[src/sv/phr_pkg.sv]
// phr_pkg: shared widths, constants and word types for the pixel hue rotate unit.
// No dependencies; every other file of the block imports it.
package phr_pkg;

  localparam int PIX_W      = 8;
  localparam int FRAC_W     = 16;
  // hue numerator and 6*d both stay below 6*255+1
  localparam int HUE_W      = PIX_W + 3;
  localparam int DIV_STAGES = 4;
  localparam int DIV_STEPS  = FRAC_W / DIV_STAGES;

  localparam logic [FRAC_W:0]   FRAC_ONE    = {1'b1, {FRAC_W{1'b0}}};
  localparam logic [FRAC_W-1:0] SHIFT_RESET = {1'b1, {(FRAC_W-1){1'b0}}};

  // one pixel, red in the lowest bits
  typedef struct packed {
    logic [PIX_W-1:0] blue;
    logic [PIX_W-1:0] green;
    logic [PIX_W-1:0] red;
  } phr_pix_t;

  // word carried through the two dividers
  typedef struct packed {
    logic [PIX_W-1:0]  mx;       // value, also saturation divisor
    logic              gray;     // max == min: hue and saturation are zero
    logic              s_full;   // min == 0 on a lit pixel: saturation is one
    logic [PIX_W-1:0]  sat_rem;
    logic [FRAC_W-1:0] sat_q;
    logic [HUE_W-1:0]  hue_den;  // 6 * (max - min)
    logic [HUE_W-1:0]  hue_rem;
    logic [FRAC_W-1:0] hue_q;
  } phr_div_t;

endpackage

[src/sv/pixel_hue_rotate_unit.sv]
// pixel_hue_rotate_unit: top level, RGB to HSV, hue rotation, HSV back to RGB.
// Depends on phr_pkg, phr_front, phr_div_pipe (phr_div_lane) and phr_back.
//
//  channel  | handshake            | data
//  ---------+----------------------+-----------------------------------
//  s_       | s_tvalid / s_tready  | s_tdata: red, green, blue
//  m_       | m_tvalid / m_tready  | m_tdata: red, green, blue
//  cfg_     | cfg_valid / cfg_ready| cfg_data: hue shift, 65536 = 1 turn
//
// One word per cycle while m_tready is high, through one front stage,
// four divider stages (four quotient bits each) and three back stages.
// Every stage has its own valid bit and a ready chain, so a stall holds
// each word in place and bubbles close up.
// Reset clears all valid bits and sets the hue shift to half a turn.
// cfg_ready is always high.
module pixel_hue_rotate_unit (
  input  logic        clk,
  input  logic        rst,
  input  logic        s_tvalid,
  output logic        s_tready,
  input  logic [23:0] s_tdata,   // [7:0] in_red, [15:8] in_green, [23:16] in_blue
  output logic        m_tvalid,
  input  logic        m_tready,
  output logic [23:0] m_tdata,   // [7:0] out_red, [15:8] out_green, [23:16] out_blue
  input  logic        cfg_valid,
  output logic        cfg_ready,
  input  logic [15:0] cfg_data   // [15:0] hue_shift
);
  import phr_pkg::*;

  logic [FRAC_W-1:0] hue_shift;
  logic              front_valid, front_ready;
  phr_div_t          front_data;
  logic              div_valid, div_ready;
  phr_div_t          div_data;
  phr_pix_t          out_pix;

  // hue shift register
  assign cfg_ready = 1'b1;

  always_ff @(posedge clk) begin
    if (rst) begin
      hue_shift <= SHIFT_RESET;
    end else if (cfg_valid && cfg_ready) begin
      hue_shift <= cfg_data;
    end
  end

  phr_front u_front (
    .clk       (clk),
    .rst       (rst),
    .in_valid  (s_tvalid),
    .in_ready  (s_tready),
    .in_pix    (phr_pix_t'(s_tdata)),
    .out_valid (front_valid),
    .out_ready (front_ready),
    .out_data  (front_data)
  );

  phr_div_pipe u_div (
    .clk       (clk),
    .rst       (rst),
    .in_valid  (front_valid),
    .in_ready  (front_ready),
    .in_data   (front_data),
    .out_valid (div_valid),
    .out_ready (div_ready),
    .out_data  (div_data)
  );

  phr_back u_back (
    .clk       (clk),
    .rst       (rst),
    .hue_shift (hue_shift),
    .in_valid  (div_valid),
    .in_ready  (div_ready),
    .in_data   (div_data),
    .out_valid (m_tvalid),
    .out_ready (m_tready),
    .out_pix   (out_pix)
  );

  assign m_tdata = out_pix;

endmodule

[src/sv/phr_front.sv]
// phr_front: first pipeline stage, max/min, chroma and hue numerator of one pixel.
// Depends on phr_pkg.
module phr_front (
  input  logic              clk,
  input  logic              rst,
  input  logic              in_valid,
  output logic              in_ready,
  input  phr_pkg::phr_pix_t in_pix,
  output logic              out_valid,
  input  logic              out_ready,
  output phr_pkg::phr_div_t out_data
);
  import phr_pkg::*;

  logic [PIX_W-1:0] r, g, b;
  logic [PIX_W-1:0] mx, mn, d;
  logic [HUE_W-1:0] d_w, two_d, four_d, six_d, n;
  logic             gray, s_full;
  phr_div_t         word_next;

  assign r = in_pix.red;
  assign g = in_pix.green;
  assign b = in_pix.blue;

  // value and chroma
  always_comb begin
    mx = r;
    mn = r;
    if (g > mx) mx = g;
    if (b > mx) mx = b;
    if (g < mn) mn = g;
    if (b < mn) mn = b;
  end

  assign d      = mx - mn;
  assign gray   = (d == '0);
  assign s_full = (d == mx) && !gray;
  assign d_w    = {3'b000, d};
  assign two_d  = {d_w[HUE_W-2:0], 1'b0};
  assign four_d = {d_w[HUE_W-3:0], 2'b00};
  assign six_d  = four_d + two_d;

  // hue in sixths times d; ties pick red, then green
  always_comb begin
    priority if (mx == r) begin
      if (g >= b) n = {3'b000, g - b};
      else        n = six_d - {3'b000, b - g};
    end else if (mx == g) begin
      n = two_d + {3'b000, b} - {3'b000, r};
    end else begin
      n = four_d + {3'b000, r} - {3'b000, g};
    end
  end

  // divider start values; zero where a flag overrides the quotient
  always_comb begin
    word_next.mx      = mx;
    word_next.gray    = gray;
    word_next.s_full  = s_full;
    word_next.sat_rem = s_full ? '0 : d;
    word_next.sat_q   = '0;
    word_next.hue_den = six_d;
    word_next.hue_rem = gray ? '0 : n;
    word_next.hue_q   = '0;
  end

  assign in_ready = !out_valid || out_ready;

  always_ff @(posedge clk) begin
    if (rst) begin
      out_valid <= 1'b0;
    end else if (in_ready) begin
      out_valid <= in_valid;
    end
  end

  always_ff @(posedge clk) begin
    if (in_ready && in_valid) begin
      out_data <= word_next;
    end
  end

endmodule

[src/sv/phr_div_lane.sv]
// phr_div_lane: a few restoring division steps on a remainder that stays below the divisor.
// Depends on phr_pkg for the quotient width and steps per stage.
module phr_div_lane #(
  parameter int DEN_W = 8
) (
  input  logic [DEN_W-1:0]          rem_in,
  input  logic [DEN_W-1:0]          den,
  input  logic [phr_pkg::FRAC_W-1:0] quo_in,
  output logic [DEN_W-1:0]          rem_out,
  output logic [phr_pkg::FRAC_W-1:0] quo_out
);
  import phr_pkg::*;

  logic [DEN_W:0]    trial;
  logic [DEN_W-1:0]  rem;
  logic [FRAC_W-1:0] quo;

  // one quotient bit per step, shifting in zeros
  always_comb begin
    rem   = rem_in;
    quo   = quo_in;
    trial = '0;
    for (int i = 0; i < DIV_STEPS; i++) begin
      trial = {rem, 1'b0};
      if (trial >= {1'b0, den}) begin
        trial = trial - {1'b0, den};
        quo   = {quo[FRAC_W-2:0], 1'b1};
      end else begin
        quo   = {quo[FRAC_W-2:0], 1'b0};
      end
      rem = trial[DEN_W-1:0];
    end
  end

  assign rem_out = rem;
  assign quo_out = quo;

endmodule

[src/sv/phr_div_pipe.sv]
// phr_div_pipe: pipelined saturation and hue dividers, a few quotient bits per stage.
// Depends on phr_pkg and phr_div_lane.
module phr_div_pipe (
  input  logic              clk,
  input  logic              rst,
  input  logic              in_valid,
  output logic              in_ready,
  input  phr_pkg::phr_div_t in_data,
  output logic              out_valid,
  input  logic              out_ready,
  output phr_pkg::phr_div_t out_data
);
  import phr_pkg::*;

  phr_div_t              stg [DIV_STAGES];
  logic [DIV_STAGES-1:0] vld;
  logic [DIV_STAGES:0]   rdy;

  assign rdy[DIV_STAGES] = out_ready;
  assign in_ready        = rdy[0];
  assign out_valid       = vld[DIV_STAGES-1];
  assign out_data        = stg[DIV_STAGES-1];

  for (genvar k = 0; k < DIV_STAGES; k++) begin : g_stage
    phr_div_t          src;
    phr_div_t          word_next;
    logic              src_v;
    phr_div_t          word_q;
    logic              valid_q;
    logic [PIX_W-1:0]  sat_rem;
    logic [FRAC_W-1:0] sat_q;
    logic [HUE_W-1:0]  hue_rem;
    logic [FRAC_W-1:0] hue_q;

    if (k == 0) begin : g_first
      assign src   = in_data;
      assign src_v = in_valid;
    end else begin : g_inner
      assign src   = stg[k-1];
      assign src_v = vld[k-1];
    end

    phr_div_lane #(.DEN_W(PIX_W)) u_sat (
      .rem_in  (src.sat_rem),
      .den     (src.mx),
      .quo_in  (src.sat_q),
      .rem_out (sat_rem),
      .quo_out (sat_q)
    );

    phr_div_lane #(.DEN_W(HUE_W)) u_hue (
      .rem_in  (src.hue_rem),
      .den     (src.hue_den),
      .quo_in  (src.hue_q),
      .rem_out (hue_rem),
      .quo_out (hue_q)
    );

    always_comb begin
      word_next         = src;
      word_next.sat_rem = sat_rem;
      word_next.sat_q   = sat_q;
      word_next.hue_rem = hue_rem;
      word_next.hue_q   = hue_q;
    end

    assign rdy[k] = !valid_q || rdy[k+1];

    always_ff @(posedge clk) begin
      if (rst) begin
        valid_q <= 1'b0;
      end else if (rdy[k]) begin
        valid_q <= src_v;
      end
    end

    always_ff @(posedge clk) begin
      if (rdy[k] && src_v) begin
        word_q <= word_next;
      end
    end

    assign stg[k] = word_q;
    assign vld[k] = valid_q;
  end

endmodule

[src/sv/phr_back.sv]
// phr_back: hue rotation, sector split, p/q/t products and output register (three stages).
// Depends on phr_pkg.
module phr_back (
  input  logic                      clk,
  input  logic                      rst,
  input  logic [phr_pkg::FRAC_W-1:0] hue_shift,
  input  logic                      in_valid,
  output logic                      in_ready,
  input  phr_pkg::phr_div_t         in_data,
  output logic                      out_valid,
  input  logic                      out_ready,
  output phr_pkg::phr_pix_t         out_pix
);
  import phr_pkg::*;

  typedef enum logic [2:0] {
    SEC_RED_YEL = 3'd0,
    SEC_YEL_GRN = 3'd1,
    SEC_GRN_CYN = 3'd2,
    SEC_CYN_BLU = 3'd3,
    SEC_BLU_MAG = 3'd4,
    SEC_MAG_RED = 3'd5
  } sector_t;

  // stage A: saturation, rotated hue, sector and fraction
  logic [FRAC_W:0]   s_eff;
  logic [FRAC_W-1:0] h16, h;
  logic [FRAC_W+2:0] x;
  logic              vld_a, rdy_a;
  logic [PIX_W-1:0]  mx_a;
  logic [FRAC_W:0]   s_a;
  sector_t           sec_a;
  logic [FRAC_W-1:0] f_a;

  // stage B: first products
  logic [2*FRAC_W:0]     fs_prod;
  logic [2*FRAC_W+1:0]   ft_prod;
  logic [PIX_W+FRAC_W:0] p_prod;
  logic                  vld_b, rdy_b;
  logic [PIX_W-1:0]      mx_b, p_b;
  sector_t               sec_b;
  logic [FRAC_W-1:0]     fs_b;
  logic [FRAC_W:0]       ft_b;

  // stage C: q and t, channel select
  logic [PIX_W+FRAC_W:0] q_prod, t_prod;
  logic [PIX_W-1:0]      q_c, t_c;
  phr_pix_t              pix_next;
  logic                  rdy_c;

  assign rdy_c    = !out_valid || out_ready;
  assign rdy_b    = !vld_b || rdy_c;
  assign rdy_a    = !vld_a || rdy_b;
  assign in_ready = rdy_a;

  // stage A logic
  always_comb begin
    priority if (in_data.gray)   s_eff = '0;
    else if (in_data.s_full)     s_eff = FRAC_ONE;
    else                         s_eff = {1'b0, in_data.sat_q};
  end

  assign h16 = in_data.gray ? '0 : in_data.hue_q;
  assign h   = h16 + hue_shift;
  assign x   = {1'b0, h, 2'b00} + {2'b00, h, 1'b0};

  always_ff @(posedge clk) begin
    if (rst) begin
      vld_a <= 1'b0;
    end else if (rdy_a) begin
      vld_a <= in_valid;
    end
  end

  always_ff @(posedge clk) begin
    if (rdy_a && in_valid) begin
      mx_a  <= in_data.mx;
      s_a   <= s_eff;
      sec_a <= sector_t'(x[FRAC_W+2:FRAC_W]);
      f_a   <= x[FRAC_W-1:0];
    end
  end

  // stage B logic
  assign fs_prod = f_a * s_a;
  assign ft_prod = (FRAC_ONE - {1'b0, f_a}) * s_a;
  assign p_prod  = mx_a * (FRAC_ONE - s_a);

  always_ff @(posedge clk) begin
    if (rst) begin
      vld_b <= 1'b0;
    end else if (rdy_b) begin
      vld_b <= vld_a;
    end
  end

  always_ff @(posedge clk) begin
    if (rdy_b && vld_a) begin
      mx_b  <= mx_a;
      sec_b <= sec_a;
      fs_b  <= fs_prod[2*FRAC_W-1:FRAC_W];
      ft_b  <= ft_prod[2*FRAC_W:FRAC_W];
      p_b   <= p_prod[PIX_W+FRAC_W-1:FRAC_W];
    end
  end

  // stage C logic
  assign q_prod = mx_b * (FRAC_ONE - {1'b0, fs_b});
  assign t_prod = mx_b * (FRAC_ONE - ft_b);
  assign q_c    = q_prod[PIX_W+FRAC_W-1:FRAC_W];
  assign t_c    = t_prod[PIX_W+FRAC_W-1:FRAC_W];

  always_comb begin
    unique case (sec_b)
      SEC_RED_YEL: begin
        pix_next.red = mx_b; pix_next.green = t_c;  pix_next.blue = p_b;
      end
      SEC_YEL_GRN: begin
        pix_next.red = q_c;  pix_next.green = mx_b; pix_next.blue = p_b;
      end
      SEC_GRN_CYN: begin
        pix_next.red = p_b;  pix_next.green = mx_b; pix_next.blue = t_c;
      end
      SEC_CYN_BLU: begin
        pix_next.red = p_b;  pix_next.green = q_c;  pix_next.blue = mx_b;
      end
      SEC_BLU_MAG: begin
        pix_next.red = t_c;  pix_next.green = p_b;  pix_next.blue = mx_b;
      end
      default: begin
        pix_next.red = mx_b; pix_next.green = p_b;  pix_next.blue = q_c;
      end
    endcase
  end

  always_ff @(posedge clk) begin
    if (rst) begin
      out_valid <= 1'b0;
    end else if (rdy_c) begin
      out_valid <= vld_b;
    end
  end

  always_ff @(posedge clk) begin
    if (rdy_c && vld_b) begin
      out_pix <= pix_next;
    end
  end

`ifndef SYNTHESIS
  // the darkest component never exceeds the value
  a_p_below_value: assert property (@(posedge clk) disable iff (rst)
    vld_b |-> (p_b <= mx_b))
    else $error("p above value");

  // the complement product is at most one full fraction
  a_ft_bound: assert property (@(posedge clk) disable iff (rst)
    vld_b |-> (ft_b <= FRAC_ONE))
    else $error("t fraction out of range");

  // a word taken into the output register shows up there next cycle
  a_out_load: assert property (@(posedge clk) disable iff (rst)
    (vld_b && rdy_c) |=> out_valid)
    else $error("word lost at output register");
`endif

endmodule
[config.mk]
export PLATFORM = sky130hd
export DESIGN_NAME = pixel_hue_rotate_unit
export DESIGN_NICKNAME = d
export VERILOG_FILES = /design/src/sv/phr_pkg.sv /design/src/sv/pixel_hue_rotate_unit.sv /design/src/sv/phr_front.sv /design/src/sv/phr_div_lane.sv /design/src/sv/phr_div_pipe.sv /design/src/sv/phr_back.sv
export SDC_FILE = /design/constraint.sdc
export NUM_CORES = 2
export LEC_CHECK = 0
export BUFFER_PORTS_ARGS = -buffer_cell sky130_fd_sc_hd__buf_2
export CAP_MARGIN = 20
export CORE_MARGIN = 5
export CORE_UTILIZATION = 45
export CTS_CLUSTER_DIAMETER = 40
export CTS_CLUSTER_SIZE = 28
export DETAILED_ROUTE_END_ITERATION = 8
export PLACE_DENSITY = 0.58
export SYNTH_ARGS = -nofsm -noshare
export SYNTH_HDL_FRONTEND = slang
export SYNTH_SLANG_ARGS = --single-unit
[constraint.sdc]
create_clock -name clk -period 27 [get_ports clk]
set_clock_uncertainty 0.05 [all_clocks]
set_input_delay 4.05 -clock clk [delete_from_list [all_inputs] [get_ports clk]]
set_output_delay 4.05 -clock clk [all_outputs]
set_load 0.05 [all_outputs]
==> summary.txt <==
Yosys
  – Sequential area share after synthesis: 18.9%
  – Cell area after synthesis: 0.0600 sq mm
  – Main synth FF type: edfxtp_1
  – Synth top area cells: fa_1 24%, edfxtp_1 18%, ha_1 14%
  – Number of warnings issued by yosys: 0
  – Post-synthesis cell count: 6516
  – Register bit total from synthesis: 386
  – Synth top cells by count: 997 x inv_1, 825 x nand2_1, 723 x fa_1
  – Post-synth top area share: 24.1%
  – Mapped Avg Cell Area: 9.21 sq um
  – Synthesized net count: 7972
  – Ys async rst share: 0%
  – Synth area leader: fa_1
  – Synth cell types: 95
  – Most common cell in the netlist: inv_1
  – Post-synth EDFFs: 362

Min path
  – Hold Crit Depth: 0
  – Worst Hold Launch: u_div.g_stage[2].word_q[62]$_DFFE_PP_
  – Hold WC Path Type: flip-flop to flip-flop

Worst setup path
  – Worst EP arrival: 13.01 ns
  – Slowest cell delay on critical path: 0.54 ns
  – Setup crit start: s_tdata[1]
  – Worst reg2reg path depth: 50
  – Crit start category: input port
  – Setup CP Type: input port to flip-flop
  – Critical Path RT: 27.34 ns
  – Slowest-stage cell, CP: nor3_1
  – Most used cell, CP: ha_1
  – Worst Path Max Fanout: 12
  – Worst R2R Start: u_div.g_stage[0].word_q[29]$_DFFE_PP_
  – Crit path capture type: flip-flop

Final layout
  – Fill cells: 12600
  – Post-route cell area: 0.0650 sq mm
  – Area Growth Syn to Fin: 8.36%
  – Layout cell share with drive strength beyond 1: 7.04%
  – N_diodes: 0
  – Nets: 7985

CTS
  – H-tree depth: 3
  – CTS tree: done
  – Post-CTS Setup Bufs: 0
  – Latest clock arrival within the worst-skew pair: 0.64 ns
  – Root buffer cell: clkbuf_16
  – Clock transition at path regs: 0.07 ns
  – Post-CTS Hold Buffers: 0
  – Clk sinks: 386
  – Clk buf depth: 3
  – # resized after CTS: 0
  – CTS Buf Count: 71

Detailed routing
  – Routed WL per cell: 18.6 microns
  – Routed Wire Length: 156000 microns
  – Vias per inst: 5.37
  – Initial DRC count: 2607
  – TritonRoute pass-1 iters: 6
  – Remaining DRCs: 0
  – Met2 wire length: 75300 microns
  – Vias after detailed routing: 44900
  – DRT antenna net count: 0
  – DR top layer: met4
  – WL met3: 5840 microns
  – Routed metal-1 wire length: 71700 microns

Die
  – Die H: 375 microns
  – DIE AREA: 0.141 sq mm
  – Initial core utilization: 45.1%
  – Core ar.: 0.133 sq mm
  – Die Width: 375 microns
  – # IOs: 72
  – Row cnt: 134

STA
  – Setup violators final: 0
  – Worst-margin pin slew: 0.969 ns
  – Period utilisation layout: 46.9%
  – Fmax: 78.9 MHz
  – RSZ-0062 raised after global routing: false
  – Pins over their slew limit: 0
  – Max-slew headroom: 35.4%
  – Setup TNS: 0 ns
  – Final worst path period need: 12.67 ns
  – Final Hold Fails: 0

Global routing
  – Initial antenna violation count: 1
  – Pin count of the biggest net entering global routing: 55
  – Total Routing Usage GR: 22.4%
  – Vias in the first global route: 46900
  – First-pass GRT wire length: 254000 microns
  – Total global routing overflow: 0

Run status
  – Run status: complete, no violations

Placement
  – Gpl congestion: 0.905
  – Dpl cell area: 0.0625 sq mm
  – Count of input and output buffers: 70
  – DP HPWL: 124000 microns

Run
  – Max Cap Viol: 0
[cell families (layout without fill, tap and decap cells)]
group / count (synthesis) / in the layout / synth area share [%]
buf+inv: 1220 / 1291 / 7.66
xor+xnor: 381 / 381 / 5.62
other cells: 1 / 1 / 0.00625
mux: 140 / 140 / 2.56
fa+ha+maj: 1411 / 1411 / 38.5
flops: 386 / 386 / 18.9
compound gates: 1008 / 1008 / 11.1
simple gates: 1969 / 1969 / 15.7
[cell type report]
cell class                      instances  area, sq um  share of cell area (%)
Inverter                             1003         3760                    5.79
Clock buffer                           75         1820                    2.80
Timing Repair Buffer                  157         1000                    1.54
Tap cell                             1768         2210                    3.40
Clock inverter                         56          719                    1.11
Sequential cell                       386        11400                    17.5
Multi-Input combinational cell       4910        44200                    67.9
[critical path: cells and delay by family]
kind                     cells  cell delay [ns]
XOR/XNOR                     2             0.35
AO/OA/AOI/OAI               12             3.48
adder cells (fa/ha/maj)      5             1.65
buffers and inverters        2             0.33
AND/OR/NAND/NOR             13             3.12
[per-stage QoR]
| stage | util (%) | worst slack, ns | cells | hold slack (ns) |
|---|---|---|---|---|
| after floorplan | - | 15.42 | 6516 | 0.350 |
| after global routing | 48.9 | 13.36 | 8355 | 0.367 |
| final | 48.9 | 14.33 | 8355 | 0.362 |
| after CTS | 48.9 | 14.44 | 8355 | 0.360 |
| after global placement | 47.0 | 13.80 | 8224 | 0.352 |
| after detailed placement | 47.0 | 13.72 | 8224 | 0.355 |
[metal layers]
metal,track usage (%),vias up
met4,4.84,0
met1,30.6,22400
li1,-,21500
met3,2.21,176
met5,0,-
met2,38.6,821
[registers in the layout, indices dropped and copies added (netlist names), 15 cells and up]
| register | count |
|---|---|
| hue_shift | 16 |
| u_back.f_a | 15 |
| u_back.fs_b | 16 |
| u_back.ft_b | 17 |
| u_back.out_pix | 24 |
| u_back.s_a | 17 |
| u_div.g_stage.word_q | 162 |
| u_div.out_data | 42 |
| u_front.out_data | 39 |
[cell usage in the layout, fill, tap and decap left out, types with 16 or more instances in the layout]
cell type,instances
a211oi_1,41
a21boi_0,38
a21o_1,175
a21oi_1,222
a31o_2,17
and2_1,395
and3_1,31
buf_2,70
buf_4,87
clkbuf_16,72
dfxtp_1,24
edfxtp_1,362
fa_1,723
ha_1,688
inv_1,997
mux2_2,106
mux2i_1,34
nand2_1,825
nand2b_1,69
nand3_1,49
nand4_1,37
nor2_1,321
nor2b_1,73
nor3_1,61
nor4_1,26
o21a_1,33
o21ai_0,232
o21bai_1,32
o31ai_1,39
or2_2,16
or3_1,17
xnor2_1,261
xor2_1,116
[worst paths after layout]
| check | to | slack [ns] |
|---|---|---|
| max | u_front.out_data[24]$_SDFFCE_PP0P_ | 14.33 |
| min | u_div.out_data[62]$_DFFE_PP_ | 0.36 |
| max reg2reg | u_div.g_stage[1].word_q[20]$_DFFE_PP_ | 14.59 |
| min reg2reg | u_div.out_data[62]$_DFFE_PP_ | 0.36 |
Power is not shown: default switching activity piles up to over one toggle a cycle in this logic, so the estimate is an artifact.
